File: src/rtl/tfcs_pkg.sv
`timescale 1ns / 1ps
package tfcs_pkg;

  typedef enum logic [2:0] {
    PH_IDLE  = 3'd0,
    PH_START = 3'd1,
    PH_CYC1  = 3'd2,
    PH_CYC2  = 3'd3,
    PH_RINSE = 3'd4,
    PH_CYC3  = 3'd5,
    PH_END   = 3'd6
  } phase_t;

  localparam logic [15:0] TICKS_PER_SEC_RESET = 16'd1000;
  localparam logic [5:0]  SEC_MAX             = 6'd63;

  // Timing of the three flow/rest cycles, in seconds and rounds.
  localparam logic [5:0] CYC1_FLOW_S   = 6'd15;
  localparam logic [5:0] CYC1_REST_S   = 6'd30;
  localparam logic [3:0] CYC1_ROUNDS   = 4'd1;
  localparam logic [5:0] CYC23_FLOW_S  = 6'd5;
  localparam logic [5:0] CYC23_REST_S  = 6'd5;
  localparam logic [3:0] CYC2_ROUNDS   = 4'd5;
  localparam logic [3:0] CYC3_ROUNDS   = 4'd10;

  typedef struct packed {
    phase_t      phase;
    logic [15:0] tick_count;
    logic [5:0]  second_count;
    logic [3:0]  round_count;
    logic        flow_on;
    logic        pump;
  } state_t;

  typedef struct packed {
    logic       busy_res;
    logic [2:0] phase;
    logic [1:0] cycle_number;
    logic [3:0] round_index;
    logic [5:0] elapsed_seconds;
    logic       pump_on;
  } result_t;

  typedef struct packed {
    logic [5:0] flow_s;
    logic [5:0] round_s;
    logic [3:0] rounds;
  } cycle_plan_t;

  function automatic cycle_plan_t cycle_plan(phase_t ph);
    cycle_plan_t p;
    p.flow_s  = CYC23_FLOW_S;
    p.round_s = 6'(CYC23_FLOW_S + CYC23_REST_S);
    p.rounds  = CYC3_ROUNDS;
    if (ph == PH_CYC1) begin
      p.flow_s  = CYC1_FLOW_S;
      p.round_s = 6'(CYC1_FLOW_S + CYC1_REST_S);
      p.rounds  = CYC1_ROUNDS;
    end else if (ph == PH_CYC2) begin
      p.rounds  = CYC2_ROUNDS;
    end
    return p;
  endfunction

endpackage

File: src/rtl/timed_flush_cycle_sequencer_unit.sv
`timescale 1ns / 1ps
// Backflush clean sequencer.
// Input channel (in_valid/in_ready): one transaction is one update carrying
// start_request, tick, button_pushed and paddle_on. Output channel
// (out_valid/out_ready): exactly one result transaction per update, with the
// phase, cycle number, round index, elapsed seconds and pump command.
// Configuration: cfg_we writes cfg_wdata into ticks_per_second; write only
// while no update is in flight.
// The result of an update is registered in the output register and offered
// in the cycle after the update is accepted. Throughput is one update per cycle
// while the receiver takes results, set by the single state register updated by one pass of the step logic.
// If the receiver stalls, the result waits in the output register and
// in_ready drops only while that register is full and not being taken; a
// transaction can be accepted in the same cycle the held result leaves.
// Reset puts the sequencer in the idle phase with counters cleared, flow
// state at rest, pump off, ticks_per_second at 1000 and no result pending.
module timed_flush_cycle_sequencer_unit (
  input  logic        clk,
  input  logic        rst,
  input  logic        cfg_we,
  input  logic [15:0] cfg_wdata,
  input  logic        in_valid,
  output logic        in_ready,
  input  logic        start_request,
  input  logic        tick,
  input  logic        button_pushed,
  input  logic        paddle_on,
  output logic        out_valid,
  input  logic        out_ready,
  output logic        busy_res,
  output logic [2:0]  phase,
  output logic [1:0]  cycle_number,
  output logic [3:0]  round_index,
  output logic [5:0]  elapsed_seconds,
  output logic        pump_on
);
  import tfcs_pkg::*;

  logic [15:0] ticks_per_second;
  state_t      st;
  state_t      st_next;
  result_t     res_next;
  result_t     res_q;
  logic        accept;

  assign in_ready = !out_valid || out_ready;
  assign accept   = in_valid && in_ready;

  always_ff @(posedge clk) begin
    if (rst) begin
      ticks_per_second <= TICKS_PER_SEC_RESET;
    end else if (cfg_we) begin
      ticks_per_second <= cfg_wdata;
    end
  end

  always_ff @(posedge clk) begin
    if (rst) begin
      st.phase        <= PH_IDLE;
      st.tick_count   <= '0;
      st.second_count <= '0;
      st.round_count  <= '0;
      st.flow_on      <= 1'b0;
      st.pump         <= 1'b0;
    end else if (accept) begin
      st <= st_next;
    end
  end

  tfcs_step u_step (
    .cur              (st),
    .ticks_per_second (ticks_per_second),
    .start_request    (start_request),
    .tick             (tick),
    .button_pushed    (button_pushed),
    .paddle_on        (paddle_on),
    .nxt              (st_next),
    .res              (res_next)
  );

  tfcs_out_reg u_out (
    .clk   (clk),
    .rst   (rst),
    .load  (accept),
    .din   (res_next),
    .take  (out_ready),
    .valid (out_valid),
    .dout  (res_q)
  );

  assign busy_res        = res_q.busy_res;
  assign phase           = res_q.phase;
  assign cycle_number    = res_q.cycle_number;
  assign round_index     = res_q.round_index;
  assign elapsed_seconds = res_q.elapsed_seconds;
  assign pump_on         = res_q.pump_on;

  // Every accepted update produces a result in the next cycle.
  a_accept_gives_result: assert property (@(posedge clk) disable iff (rst)
    accept |=> out_valid)
    else $error("accepted update produced no result");

  // An accepted start request always reports the start phase with cleared counters.
  a_start_result: assert property (@(posedge clk) disable iff (rst)
    accept && start_request |=>
      phase == PH_START && round_index == 4'd0 && elapsed_seconds == 6'd0)
    else $error("start request did not restart the sequence");

  // While the flow state is flow, the pump must be driven.
  a_flow_drives_pump: assert property (@(posedge clk) disable iff (rst)
    st.flow_on |-> st.pump)
    else $error("flow state on with pump off");

  // The pump is never on while the sequencer is idle.
  a_idle_pump_off: assert property (@(posedge clk) disable iff (rst)
    st.phase == PH_IDLE |-> !st.pump && !st.flow_on)
    else $error("pump active in idle phase");

endmodule

File: src/rtl/tfcs_step.sv
`timescale 1ns / 1ps
module tfcs_step (
  input  tfcs_pkg::state_t  cur,
  input  logic [15:0]       ticks_per_second,
  input  logic              start_request,
  input  logic              tick,
  input  logic              button_pushed,
  input  logic              paddle_on,
  output tfcs_pkg::state_t  nxt,
  output tfcs_pkg::result_t res
);
  import tfcs_pkg::*;

  always_comb begin
    state_t      s;
    phase_t      ph;
    logic [15:0] tc_inc;
    logic [3:0]  rnd;
    logic        adv;
    logic        fl_en;
    logic        fl_val;
    cycle_plan_t cp;

    s      = cur;
    ph     = cur.phase;
    tc_inc = 16'(cur.tick_count + 16'd1);
    rnd    = 4'(cur.round_count + 4'd1);
    adv    = 1'b0;
    fl_en  = 1'b0;
    fl_val = 1'b0;
    cp     = cycle_plan(cur.phase);

    if (start_request) begin
      s.phase        = PH_START;
      s.tick_count   = '0;
      s.second_count = '0;
      s.round_count  = '0;
      fl_en          = 1'b1;
    end else begin
      if (tick) begin
        // A register value of zero behaves like one: every tick wraps.
        if (tc_inc >= ticks_per_second) begin
          s.tick_count = '0;
          if (cur.second_count < SEC_MAX) begin
            s.second_count = 6'(cur.second_count + 6'd1);
          end
        end else begin
          s.tick_count = tc_inc;
        end
      end

      if (button_pushed && ph != PH_RINSE && ph != PH_IDLE) begin
        ph = PH_END;
      end
      s.phase = ph;

      unique case (ph)
        PH_START: begin
          adv = 1'b1;
        end
        PH_CYC1, PH_CYC2, PH_CYC3: begin
          if (s.second_count >= cp.round_s) begin
            s.round_count = rnd;
            if (rnd >= cp.rounds) begin
              adv = 1'b1;
            end else begin
              s.tick_count   = '0;
              s.second_count = '0;
              fl_en          = 1'b1;
              fl_val         = 1'b1;
            end
          end else if (s.second_count >= cp.flow_s) begin
            fl_en = 1'b1;
          end
        end
        PH_RINSE: begin
          s.pump = paddle_on;
          if (!paddle_on && button_pushed) begin
            adv = 1'b1;
          end
        end
        PH_END: begin
          fl_en = 1'b1;
        end
        default: begin
        end
      endcase

      if (adv) begin
        s.phase        = phase_t'(3'(ph + 3'd1));
        s.tick_count   = '0;
        s.second_count = '0;
        s.round_count  = '0;
        fl_en          = 1'b1;
        fl_val         = (s.phase == PH_CYC1) || (s.phase == PH_CYC2) ||
                         (s.phase == PH_CYC3);
      end
    end

    // The pump only follows the flow state when the flow state changes.
    if (fl_en) begin
      if (fl_val != s.flow_on) begin
        s.pump = fl_val;
      end
      s.flow_on = fl_val;
    end

    nxt = s;
  end

  always_comb begin
    res.busy_res        = (nxt.phase >= PH_START) && (nxt.phase <= PH_CYC3);
    res.phase           = nxt.phase;
    res.round_index     = nxt.round_count;
    res.elapsed_seconds = nxt.second_count;
    res.pump_on         = nxt.pump;
    unique case (nxt.phase)
      PH_CYC1: res.cycle_number = 2'd1;
      PH_CYC2: res.cycle_number = 2'd2;
      PH_CYC3: res.cycle_number = 2'd3;
      default: res.cycle_number = 2'd0;
    endcase
  end

endmodule

File: src/rtl/tfcs_out_reg.sv
`timescale 1ns / 1ps
module tfcs_out_reg (
  input  logic              clk,
  input  logic              rst,
  input  logic              load,
  input  tfcs_pkg::result_t din,
  input  logic              take,
  output logic              valid,
  output tfcs_pkg::result_t dout
);
  import tfcs_pkg::*;

  always_ff @(posedge clk) begin
    if (rst) begin
      valid <= 1'b0;
    end else if (load) begin
      valid <= 1'b1;
    end else if (take) begin
      valid <= 1'b0;
    end
  end

  always_ff @(posedge clk) begin
    if (load) begin
      dout <= din;
    end
  end

endmodule
File: config.mk
export PLATFORM = sky130hd
export DESIGN_NAME = timed_flush_cycle_sequencer_unit
export DESIGN_NICKNAME = d
export VERILOG_FILES = /design/src/rtl/tfcs_pkg.sv /design/src/rtl/timed_flush_cycle_sequencer_unit.sv /design/src/rtl/tfcs_step.sv /design/src/rtl/tfcs_out_reg.sv
export SDC_FILE = /design/constraint.sdc
export NUM_CORES = 1
export LEC_CHECK = 0
export BUFFER_PORTS_ARGS = -buffer_cell sky130_fd_sc_hd__clkbuf_2
export CAP_MARGIN = 20
export CORE_MARGIN = 8
export CORE_UTILIZATION = 35
export CTS_CLUSTER_SIZE = 40
export DETAILED_ROUTE_END_ITERATION = 8
export PLACE_DENSITY = 0.56
export REMOVE_ABC_BUFFERS = 1
export SLEW_MARGIN = 10
export SYNTH_ARGS = -nofsm -noshare
export SYNTH_HDL_FRONTEND = slang
export SYNTH_SLANG_ARGS = --single-unit
export TNS_END_PERCENT = 5
File: constraint.sdc
create_clock -name clk -period 7.46 [get_ports clk]
set_input_delay 1.492 -clock clk [delete_from_list [all_inputs] [get_ports clk]]
set_output_delay 1.492 -clock clk [all_outputs]
set_load 0.05 [all_outputs]
After elaboration in Yosys (flattened, before gate mapping)
Cells that the tools add are included.
W data, S select, Z words.
- add/subtract/negate cells: 4
- muxes and demuxes: 37
- magnitude comparators: 7
- bitwise operators: 0
- equality and inequality tests: 16
- shifts and indexed selects: 0
- divide/modulo/power cells: 0
- multiply operators: 0
- reductions and logical operators: 14
- operators by type and width (operator ; count):
    $mux W22 ; 3
    $mux W29 ; 2
    $mux W26 ; 2
    $eq A3 B2 Y1 const B ; 8
    $mux W1 ; 19
    $add A16 B1 Y16 const B ; 1
    $ge A16 B16 Y1 ; 1
    $mux W16 ; 1
    $eq A3 B3 Y1 const B ; 5
    $mux W6 ; 2
    $mux W10 ; 1
    $mux W4 ; 2
    $add A6 B1 Y6 const B ; 1
    $ge A6 B4 Y1 ; 1
    $ge A6 B6 Y1 ; 1
    $lt A6 B6 Y1 const B ; 1
    $mux W3 ; 2
    $pmux W2 S3 ; 1
    $logic_and A1 B1 Y1 ; 5
    $add A4 B1 Y4 const B ; 1
    $ge A4 B4 Y1 ; 1
    $add A3 B1 Y3 const B ; 1
    $eq A3 B1 Y1 const B ; 1
    $ge A3 B1 Y1 const B ; 1
    11 further kinds ; 14
- output and inout bits: 19
- bits in registers: 65
- bits in read-only memories: 0
- latch bits: 0
- logic and storage cells: 92
- RAM bits: 0
- memories kept: 0
- input bits: 25

Logic depth before layout (Yosys ltp)
Gate-level depths: netlist of the first run.
- depth after elaboration: 14
- mapped depth: 26
- gate-level depth less buffers: 25

Cells and area by module
Synthesis of the first run repeated with hierarchy kept, for this count alone.
- cell total of the unflattened synthesis: 516
- area, all modules: 4670.7 sq um
- by module, submodules not included (module ; times used ; cells each ; seq. area each (sq um) ; area each (sq um)):
    timed_flush_cycle_sequencer_unit ; 1 ; 194 ; 940.9 ; 2070.7
    tfcs_step ; 1 ; 301 ; 0.0 ; 2050.7
    tfcs_out_reg ; 1 ; 21 ; 530.5 ; 549.3

Worst setup path before layout of the first run
OpenSTA, ideal clock, no wires.
- path kind: flip-flop to flip-flop
- start: reg st[12] (netlist name)
- end: reg u_out.dout[16] (netlist name), data pin
- data arrival time: 5.059 ns
- setup time: 0.255 ns
- clock period less this slack: 5.314 ns
- stages on the path, launching flop included: 27
- data required time: 7.205 ns
- path slack: 2.146 ns
- buffers on the path: 1
- path through: dfxtp_1 > ha_1 > nand3_1 > nor2_1 > and3_1 > and3_1 > xor2_1 > ha_1 > nand4_1 > nor2_1 > nor3_1 > nand4_4 > nand3_1 > mux2_2 > ha_1 > inv_1 > a21o_1 > a21oi_1 > nand2b_1 > a41oi_1 > a221oi_4 > maj3_4 > o21ai_1 > buf_4 > a21oi_1 > a31o_1 > a31o_1
- RTL lines (item ; RTL line ; RTL):
    start: declaration ; timed_flush_cycle_sequencer_unit.sv:40 ; state_t st;
    start signal: assignment ; timed_flush_cycle_sequencer_unit.sv:66 ; st <= st_next;
    end signal: assignment ; tfcs_out_reg.sv:25 ; dout <= din;
    end: declaration ; tfcs_out_reg.sv:9 ; output tfcs_pkg::result_t dout

==> flow_results.org, run 1 <==
** Status
- Result of the run :: complete, no violations

** Synthesis
- In this run, synthesis produced a sequential element count of 65.
- In this run the mean area of a mapped cell was 9.12 um2.
- Yosys attributes the largest share of cell area to dfxtp_1, edfxtp_1, ha_1, nand2_1, a21oi_1.
- Synthesis produced a netlist whose cell count is 439.
- The biggest area contributor in the post-synthesis netlist is dfxtp_1.
- For this run, the number of Yosys warnings is 0.
- Among all flip-flop cells after synthesis, the most frequent one is dfxtp_1.
- Post-synthesis instance area :: between 4000 and 5000 um2
- For this run, asynchronously set or reset flops after synthesis account for 0.
- In this run, distinct cell masters in the synthesized netlist total between 60 and 70.
- Of the synthesized area, sequential elements account for 0.368.
- Area share of the leading cell type in the synthesized netlist :: 0.240
- In this run, synthesis inferred 17 flip-flops with an integrated enable.

** Power
- Across the VDD grid, the largest voltage drop is 0.113 mV.
- In this run the power density over the cells is 209 nW/um2.
- Static leakage :: 2.04 nW

** Routing
- Routed wire length :: 9210 um
- Detail-routed net length per standard cell :: 14.7 um
- Initial DRC count :: 141
- After detailed routing, the number of vias per cell comes to about 5.2.
- Antenna viol nets, final :: 0
- The pre-antenna-repair detailed-routing pass consisted of 4 iterations.
- In the routed design, unresolved DRC markers number 0.
- For this block, the via count after detailed routing is 3267.

** Timing
- Dividing the final minimum period by the clock period gives 0.839.
- The number of max-slew violations in the final report is 0.
- The clock arrives with roughly 0.0096 ns of skew.
- Hold slack :: around 0.49 ns
- Fmax :: approximately 0.16 GHz
- Least-Margin Pin Slew :: 0.830 ns
- Setup total negative slack :: 0 ns
- Final critical delay including setup and external delays :: 6.26 ns
- Unrepaired setup endpoints after global routing :: false
- Max_slew headroom :: 0.446
- Setup violations, final :: 0
- Final-report hold violation count :: 0

** Global route
- After global routing the overflow that remains totals 0.
- Entering global routing, the biggest net connects 33 pins.
- The first global-routing pass estimated 15500 um of wire.
- The via count of the first global-routing pass came to 3193.
- Total global routing track utilization :: 0.128
- Number of antenna violations at the first check in global routing :: 0

** Clock tree
- After clock tree synthesis, the clock-pin slew on the worst setup and hold paths is about 0.060 ns.
- Root buffer cell :: clkbuf_16
- H-tree levels :: 3
- Post-CTS Setup Repair Bufs :: 0
- TritonCTS built the clock tree.
- Number of resized instances in the post-cts repair step :: 0
- Max Buffers Root-to-Sink :: 2
- Worst skew pair latency :: 0.34 ns
- The number of hold buffers added after CTS was 0.
- Clock tree synthesis found a total of 65 sinks.
- TritonCTS buffer count :: 9

** Critical path
- Startpoint types :: register
- Of all nets on the critical path, the largest fanout is 11.
- The worst setup path is captured at a register.
- Data arrival, critical path :: roughly 6.4 ns
- Worst Path Required :: 7.64 ns
- Type of the worst setup path :: register to register
- On the critical path, the stage with the largest delay is an instance of o21ai_1.
- Max stage delay on crit path :: 0.62 ns
- Cell repeated most along the worst path :: ha_1

** Final layout
- The number of antenna diodes in the final layout is 0.
- Fin nets :: 538
- In the final layout, the share of cells above drive strength 1 is 0.157.
- Utilization after layout :: 0.415
- Layout overhead on the synthesized area :: 16.8%

** Job
- Number of max-cap violations :: 0

** Floorplanning
- After floorplanning, the core was divided into 39 placement rows.
- Core box area :: 11300 um2
- Starting density of the core :: 0.355
- Width of the die :: 123 um
- Total Die Area :: 15100 um2
- Die H :: 123 um
- Number of top-level pins :: 44

** Place
- The count of buffers added on input and output ports is 43.
- Final HPWL DP :: 6630 um
- Gpl congestion :: 0.836

** Min path
- Worst min-delay path category :: register to register
==> layout make-up <==
| cell class | instances | area [um2] |
|---|---|---|
| clock inverter | 4 | 55.1 |
| sequential | 65 | 1470 |
| inverter | 26 | 97.6 |
| clock buffer | 12 | 279 |
| fill | 1099 | 6600 |
| timing repair buffer | 44 | 223 |
| multi-input combinational | 333 | 2370 |
| tap | 143 | 179 |
==> placed cells by master (no fill, tap or decap), drive strengths merged, types with 2 or more instances in the layout <==
master / instances
nand3b: 2
xor2: 10
clkbuf: 55
inv: 27
a21o: 2
o2111ai: 3
nand2b: 9
nand2: 42
nor2b: 14
nor3: 10
ha: 34
and2: 2
xnor2: 15
nand4: 7
a22o: 10
o21ai: 15
mux2i: 14
dfxtp: 48
a31o: 5
a32oi: 3
o2111a: 2
or2: 2
edfxtp: 17
nor3b: 2
and3: 10
o211ai: 9
a21oi: 32
nand3: 13
o311ai: 2
nor2: 43
==> path summary, 6_finish.rpt <==
kind                             start            end  slack, ns  depth (start not counted)
worst min-delay path            st[30]         st[30]       0.49                          2
worst max register to register  st[12]  u_out.dout[0]       1.20                         25
worst min register to register  st[30]         st[30]       0.49                          2
worst max-delay path            st[12]  u_out.dout[0]       1.20                         25
==> through the flow <==
step                      area [um2]  instances  power, mW  setup slack, ns
after floorplan                 3940        424      0.481             1.97
after global placement          4340        611      0.517             1.47
after detailed placement        4340        611      0.519             1.22
after CTS                       4670        627      0.989             1.21
after global routing            4670        627       1.02            0.683
final                           4670        627      0.978             1.20
==> registers in the layout, summed over array words and instances, names as in the netlist <==
register / flops
u_out.dout: 17
u_out.valid: 1
st: 31
ticks_per_second: 16
==> worst max-delay path, delay by kind of cell, from the launching register on <==
family	cells	cell delay (ns)
and+or+nand+nor	10	2.00
AOI/OAI and AO/OA	8	1.85
adders and majority gates	4	1.21
DFF	1	0.41
muxes	1	0.37
xor gates and xnor gates	1	0.20
buffers and inverters	1	0.08
==> cells in the mapped netlist, types with 2 or more instances <==
| cell | instances |
|---|---|
| clkbuf_1 | 8 |
| inv_1 | 26 |
| edfxtp_1 | 17 |
| nand3b_1 | 2 |
| a21o_1 | 2 |
| a32oi_1 | 3 |
| a21oi_1 | 31 |
| o2111a_1 | 2 |
| a22o_1 | 10 |
| nand2_1 | 42 |
| and2_1 | 2 |
| nor3b_1 | 2 |
| mux2i_1 | 13 |
| buf_1 | 4 |
| o21ai_1 | 3 |
| nor2_2 | 2 |
| o21ai_0 | 12 |
| nor3_1 | 9 |
| o211ai_1 | 7 |
| xor2_1 | 10 |
| buf_4 | 2 |
| o311ai_4 | 2 |
| nor2_1 | 41 |
| dfxtp_1 | 48 |
| a31o_1 | 3 |
| and3_1 | 10 |
| nand4_1 | 6 |
| nand3_1 | 12 |
| xnor2_1 | 15 |
| nand2b_1 | 9 |
| o2111ai_1 | 3 |
| ha_1 | 34 |
| nor2b_1 | 13 |
==> where the power goes <==
group	switching (mW)	internal [mW]
registers	0.00587	0.376
clock network	0.167	0.301
logic	0.0871	0.0412
==> metal layers <==
| layer | part of all wire | wire, um | vias to the layer above | global-route usage |
|---|---|---|---|---|
| li1 | - | - | 1663 | - |
| met1 | 0.47 | 4320 | 1521 | 0.157 |
| met2 | 0.46 | 4230 | 70 | 0.210 |
| met3 | 0.058 | 534 | 13 | 0.0342 |
| met4 | 0.013 | 123 | 0 | 0.0487 |
| met5 | 0 | 0 | - | 0 |
==> logic make-up after synthesis <==
family / after synthesis / share of synthesized area
AND/OR/NAND/NOR: 162 / 0.205
AO/OA/AOI/OAI: 96 / 0.184
flip-flops: 65 / 0.368
buffers and inverters: 41 / 0.0406
adder cells (fa/ha/maj): 35 / 0.110
XOR/XNOR: 25 / 0.0547
multiplexers: 15 / 0.0388
No activity file was read; power rests on OpenSTA's default activity.
==> run 2: changes to the inputs <==
==> constraint.sdc (replaced) <==
create_clock -name clk -period 5.86 [get_ports clk]
set_input_delay 1.172 -clock clk [delete_from_list [all_inputs] [get_ports clk]]
set_output_delay 1.172 -clock clk [all_outputs]
set_load 0.05 [all_outputs]
==> run 2 against run 1 <==
Clock skew is 0.0041 ns lower. Largest cell class unchanged. Total power is 18% higher. Clock-buffer cell count is 1 higher.
==> flow_results.org, run 2 (synthesized netlist as in run 1, its figures left out) <==
** Routing
- The detailed router's first-iteration violation count came to 193 (was 141).
- Routed wire length :: 9370 um (was 9210 um)
- The routed wirelength normalized by instance count was 14.6 um (was 14.7 um).
- Routed vias/inst :: 5.13 (was 5.21)
- The iteration count of the initial detailed-routing pass was 4 (unchanged).
- The number of nets with antenna violations after routing is 0 (unchanged).
- The number of remaining DRC errors is 0 (unchanged).
- Total number of vias :: 3286 (was 3267)

** Status
- Result of the run :: complete, no violations (unchanged)

** Min path
- Depth of the worst hold-timing path :: 2 (unchanged)
- The hold path startpoint is st[30] (unchanged).
- Worst-case hold path end point :: st[30] (unchanged)
- The worst hold path class is register to register (unchanged).

** Floorplanning
- The floorplan die height came to 123 um (unchanged).
- Total Die Area :: 15100 um2 (unchanged)
- Number of top-level pins :: 44 (unchanged)
- The die boundary width came to 123 um (unchanged).
- The placeable core region is 11300 um2 (unchanged).
- The number of rows in the core area was 39 (unchanged).
- The effective utilization at floorplan is 0.355 (unchanged).

** Final layout
- Most used cells in the layout excluding fill and tap cells :: dfxtp_1, clkbuf_2, nand2_1 (unchanged)
- Post-Layout Cell Count :: 640 (was 627)
- Layout overhead on the synthesized area :: 19.1% (was 16.8%)
- The share of final-layout standard cells stronger than drive strength 1 came to 0.193 (was 0.157).
- The most frequent standard cell in the layout excluding fill and tap cells is dfxtp_1 (unchanged).
- The number of flip-flops in the largest register is 31 (unchanged).
- The utilization after layout came to 0.423 (was 0.415).
- Total inserted antenna cells :: 0 (unchanged)
- Top flop regs :: st: 31 flops, u_out.dout: 17 flops, ticks_per_second: 16 flops (unchanged)
- The number of nets in the finished design came to 551 (was 538).
- Reg with most FFs :: st (unchanged)

** Critical path
- Reg-to-reg critical path startpoint :: st[13] (was st[12])
- The required arrival time at the worst endpoint is 6.09 ns (was 7.64 ns).
- The data arrival at the endpoint of the critical path is 5.71 ns (was 6.44 ns).
- The master of the slowest instance on the critical path is mux2_2 (was o21ai_1).
- The startpoint-to-endpoint class of the critical path is register to register (unchanged).
- The number of cells traversed by the worst register-to-register path was 26 (was 25).
- Crit path max fanout :: 7 (was 11)
- Max stage delay on crit path :: 0.38 ns (was 0.62 ns)
- The kind of launch point of the worst setup path was a register (unchanged).
- The internal reg-to-reg setup slack was 0.37 ns (was 1.20 ns).
- Endpoint of the worst register-to-register path :: st[1] (was u_out.dout[0])
- Element type at the critical path end :: register (unchanged)

** Timing
- Setup total negative slack :: 0 ns (unchanged)
- The number of max-slew violations in the final report was 0 (unchanged).
- Setup violations, final :: 0 (unchanged)
- The normalized max-slew margin is 0.543 (was 0.446).
- Final critical delay including setup and external delays :: 5.49 ns (was 6.26 ns)
- The maximum clock frequency came to 0.182 GHz (was 0.160 GHz).
- The setup clock skew after layout came to 0.00546 ns (was 0.00961 ns).
- Share of the clock period used by the worst path after layout :: 0.936 (was 0.839)
- Final-report hold violation count :: 0 (unchanged)
- Unrepaired setup endpoints after global routing: false (unchanged).
- Least-Margin Pin Slew :: 0.685 ns (was 0.830 ns)

** Global route
- The via count of the first global-routing pass came to 3307 (was 3193).
- First-pass GRT wire length :: 15900 um (was 15500 um)
- Total global routing track utilization :: 0.133 (was 0.128)
- Number of antenna violations at the first check in global routing :: 0 (unchanged)
- The largest net degree at the start of global routing is 33 (unchanged).
- The remaining global-route overflow came to 0 (unchanged).

** Power
- Static leakage :: 2.09 nW (was 2.04 nW)
- The areal power density over the cells is 243 nW/um2 (was 209 nW/um2).
- Maximum vdd ir drop :: 0.134 mV (was 0.113 mV)

** Job
- Number of max-cap violations :: 0 (unchanged)

** Clock tree
- The clock edge transition at the registers on the reported setup and hold paths came to 0.05 ns (was 0.06 ns).
- Max Buffers Root-to-Sink :: 2 (unchanged)
- The total clock buffers created by CTS came to 9 (unchanged).
- The CTS root buffer is clkbuf_16 (unchanged).
- The H-tree depth is 3 (unchanged).
- Worst skew pair latency :: 0.33 ns (was 0.34 ns)
- The TritonCTS clock tree was yes (unchanged).
- Clock Sink Count :: 65 (unchanged)

** Place
- Number of input and output port buffers inserted :: 43 (unchanged)
- Gpl congestion :: 0.839 (was 0.836)
- Number of placed instances, taps included :: 619 (was 611)
- Final HPWL DP :: 6800 um (was 6630 um)
-- run 2: cell types whose count changed in the layout (fill, tap and decap cells not counted), sizes merged --
cell	previous run	this run
clkinvlp	1	0
bufinv	1	0
inv	27	26
buf	1	14
clkinv	1	3
clkbuf	55	56
-- run 2: layer usage --
layer,up-vias,routed length (um),track usage
li1,1676,-,-
met1,1539,4460,0.165
met2,62,4340,0.211
met3,9,458,0.0379
met4,0,111,0.0579
met5,-,0,0
-- run 2: cell type report --
type | instances | area [um2]
Clock buffer | 13 | 260
Clock inverter | 3 | 15.0
Fill cell | 1124 | 6500
Inverter | 26 | 97.6
Multi-Input combinational cell | 333 | 2400
Sequential cell | 65 | 1470
Tap cell | 143 | 179
Timing Repair Buffer | 57 | 340
-- run 2: per-stage QoR --
step | worst slack, ns | instance area (um2) | power (mW) | hold WS, ns
after detailed placement | 0.240 | 4400 | 0.664 | 0.478
after global placement | 0.401 | 4400 | 0.661 | 0.477
after global routing | 0.0172 | 4770 | 1.21 | 0.513
after floorplan | 0.373 | 3940 | 0.612 | 0.452
after CTS | 0.171 | 4670 | 1.17 | 0.485
final | 0.374 | 4770 | 1.16 | 0.484
-- run 2: power breakdown --
part	internal, mW	switching, mW
Clock	0.307	0.190
Combinational	0.0589	0.113
Sequential	0.479	0.00775
-- run 2: what timing repair did --
item,4_1_cts,5_1_grt
resized for setup,0,8
endpoints found under the setup margin,0,26
setup buffers,0,4
hold buffers,0,0
-- run 2: critical path, delay by kind of cell (launching register included) --
kind | cells | cell delay (ns)
buf+inv | 2 | 0.20
fa+ha+maj | 4 | 1.08
flops | 1 | 0.37
simple gates | 11 | 1.82
xor+xnor | 1 | 0.19
mux | 1 | 0.38
compound gates | 7 | 1.37
-- run 2: worst max path at each step --
stage          cells after the start  slack (ns)             to    from
2_1_floorplan                     25        0.37  u_out.dout[0]  st[12]
6_report                          26        0.37          st[1]  st[13]
5_1_grt                           26        0.02  u_out.dout[0]  st[13]
3_5_place_dp                      26        0.24  u_out.dout[0]  st[12]
4_1_cts                           26        0.17  u_out.dout[0]  st[12]
3_3_place_gp                      26        0.40  u_out.dout[0]  st[12]
==> run 3: changes to the inputs <==
--- a/config.mk
+++ b/config.mk
@@ -12,6 +12,7 @@
 export CTS_CLUSTER_SIZE = 40
 export DETAILED_ROUTE_END_ITERATION = 8
 export PLACE_DENSITY = 0.56
+export RECOVER_POWER = 100
 export REMOVE_ABC_BUFFERS = 1
 export SLEW_MARGIN = 10
 export SYNTH_ARGS = -nofsm -noshare
==> run 3 against run 2 <==
Clock power is essentially flat. Setup slack lost 0.0085 ns. Wire length grew 0.52%. Largest cell class unchanged. Highest routed layer unchanged.
==> flow_results.org, run 3 (synthesized netlist as in run 1, its figures left out) <==
** Power
- Power Density :: 244 nW/um2 (was 243 nW/um2)
- The leakage power of the design was 2.03 nW (was 2.09 nW).
- The internal power of the cells was 0.843 mW (was 0.845 mW).
- The sequential group share of total power came to 0.422 (was 0.421).
- Combinational share of power :: 0.147 (was 0.149)
- Maximum vdd ir drop :: 0.134 mV (about the same)
- The switching power total is 0.312 mW (was 0.311 mW).
- The proportion of power drawn by the clock network is 0.431 (was 0.430).
- Switching portion of total power :: 0.270 (was 0.269)

** Floorplanning
- The effective utilization at floorplan is 0.355 (unchanged).
- Total Die Area :: 15100 um2 (unchanged)
- Width of the die :: 123 um (unchanged)
- The placeable core region is 11300 um2 (unchanged).
- The number of rows in the core area came to 39 (unchanged).
- Number of top-level pins :: 44 (unchanged)
- Die H :: 123 um (unchanged)

** Status
- Result of the run: complete, no violations (unchanged).

** Routing
- TritonRoute pass-1 iters :: 4 (unchanged)
- The average vias per placed instance was 5.13 (about the same).
- The number of nets with antenna violations after routing came to 0 (unchanged).
- The number of vias in the routed layout was 3281 (was 3286).
- Detail-routed net length per standard cell :: 14.7 um (was 14.6 um)
- Initial DRC count :: 178 (was 193)
- The number of remaining DRC errors is 0 (unchanged).
- Routed wire length :: 9420 um (was 9370 um)

** Timing
- Unrepaired setup endpoints after global routing :: false (unchanged)
- Fmax :: 0.182 GHz (about the same)
- Hold slack :: 0.484 ns (about the same)
- Setup total negative slack :: 0 ns (unchanged)
- The setup clock skew after layout came to 0.00543 ns (was 0.00546 ns).
- The setup violation total in the final timing report came to 0 (unchanged).
- The normalized max-slew margin is 0.0172 (was 0.543).
- The number of hold-slack violations in the final timing report is 0 (unchanged).
- Final critical delay including setup and external delays :: 5.49 ns (about the same)
- The share of the clock period used by the worst path was 0.938 (was 0.936).
- The number of max-slew violations in the final report came to 0 (unchanged).
- Least-Margin Pin Slew :: 1.47 ns (was 0.685 ns)
- The setup slack after layout was 0.366 ns (was 0.374 ns).

** Clock tree
- CTS tree :: yes (unchanged)
- The total clock buffers created by CTS is 9 (unchanged).
- Max Buffers Root-to-Sink :: 2 (unchanged)
- The H-tree depth came to 3 (unchanged).
- The CTS root buffer was clkbuf_16 (unchanged).
- The number of clock sinks was 65 (unchanged).
- Worst skew pair latency :: 0.33 ns (about the same)
- CTS clock-pin slew for the worst setup and hold paths :: 0.05 ns (about the same)

** Critical path
- The startpoint-to-endpoint class of the critical path is register to register (unchanged).
- R2r setup slk :: 0.37 ns (about the same)
- Slowest-stage cell, CP :: mux2_2 (unchanged)
- The critical path buffer and inverter count is 2 (unchanged).
- Largest delay share family, worst path :: simple AND/OR/NAND/NOR gates (unchanged)
- The required arrival time at the worst endpoint was 6.09 ns (about the same).
- The kind of launch point of the worst setup path is a register (unchanged).
- The highest cell delay on the worst timing path was 0.38 ns (about the same).
- The largest driver fanout on the critical path was 7 (unchanged).
- Element type at the critical path end :: register (unchanged)
- The data arrival at the endpoint of the critical path is 5.72 ns (was 5.71 ns).

** Global route
- The remaining global-route overflow came to 0 (unchanged).
- Total global routing track utilization :: 0.133 (unchanged)
- Number of antenna violations at the first check in global routing :: 0 (unchanged)
- Pin count of the biggest net entering global routing :: 33 (unchanged)
- The first-pass GRT wire length was 15900 um (unchanged).
- The via count of the first global-routing pass came to 3307 (unchanged).

** Place
- The area after detailed placement is 4400 um2 (unchanged).
- The count of input and output buffers came to 43 (unchanged).
- Final HPWL DP :: 6800 um (unchanged)
- Gpl congestion :: 0.839 (unchanged)
- Worst setup timing slack at the placement stage :: 0.240 ns (unchanged)

** Job
- The max-capacitance violation count was 0 (unchanged).

** Final layout
- Share of layout cells above drive strength 1 :: 0.153 (was 0.193)
- The utilization after layout is 0.421 (was 0.423).
- Fin nets :: 551 (unchanged)
- Top flop regs: st: 31 flops, u_out.dout: 17 flops, ticks_per_second: 16 flops (unchanged).
- Most common cell after layout, fill and taps aside :: dfxtp_1 (unchanged)
- Number of flip-flops in the largest register :: 31 (unchanged)
- The final design instance area without fill was 4740 um2 (was 4770 um2).
- The post-synthesis to final-layout area growth came to 18.5% (was 19.1%).
- The antenna diode count is 0 (unchanged).
- Most used cells in the layout excluding fill and tap cells :: dfxtp_1, nand2_1, nor2_1 (was dfxtp_1, clkbuf_2, nand2_1)
- The most flop-heavy register is st (unchanged).

** Min path
- The worst hold path class is register to register (unchanged).
## run 3: routing by layer
metal / GRT usage / wire length [um] / part of all wire
met3: 0.0379 / 467 / 0.050
met1: 0.165 / 4490 / 0.48
met4: 0.0579 / 111 / 0.012
met5: 0 / 0 / 0
met2: 0.211 / 4350 / 0.46
## run 3: timing repair
item                                    4_1_cts  5_1_grt
gates resized for setup                       0        8
endpoints found under the setup margin        0       26
hold buffers                                  0        0
buffers inserted                              0        4
## run 3: layout make-up
| class | instances | area (um2) |
|---|---|---|
| multi-input cells | 333 | 2400 |
| repair buffers | 57 | 315 |
| well taps | 143 | 179 |
| clock inverters | 3 | 15.0 |
| flip-flops and latches | 65 | 1470 |
| inverters | 26 | 97.6 |
| fillers | 1128 | 6530 |
| clock buffers | 13 | 260 |
## run 3: worst min-delay path, stage by stage (launching register included)
cell	delay (ns)
dfxtp_1	0.32
nand2_1	0.06
a21oi_1	0.05
## run 3: metrics by stage
step                      instances  total power [mW]
final                           640              1.16
after floorplan                 424             0.612
after global routing            640              1.21
after detailed placement        619             0.664
after global placement          619             0.661
after CTS                       635              1.17
## run 3: path summary, 6_finish.rpt
kind / startpoint / to / depth (start not counted)
setup / recovery: st[13] / st[1] / 26
setup reg to reg: st[13] / st[1] / 26
hold / removal: st[30] / st[30] / 2
hold reg to reg: st[30] / st[30] / 2
## run 3: power groups by stage
stage          Combinational [mW]  Clock (mW)  Sequential [mW]
2_1_floorplan              0.0887           0            0.523
3_3_place_gp                0.165           0            0.496
3_5_place_dp                0.167           0            0.497
4_1_cts                     0.168       0.513            0.487
5_1_grt                     0.187       0.532            0.489
6_report                    0.170       0.498            0.487
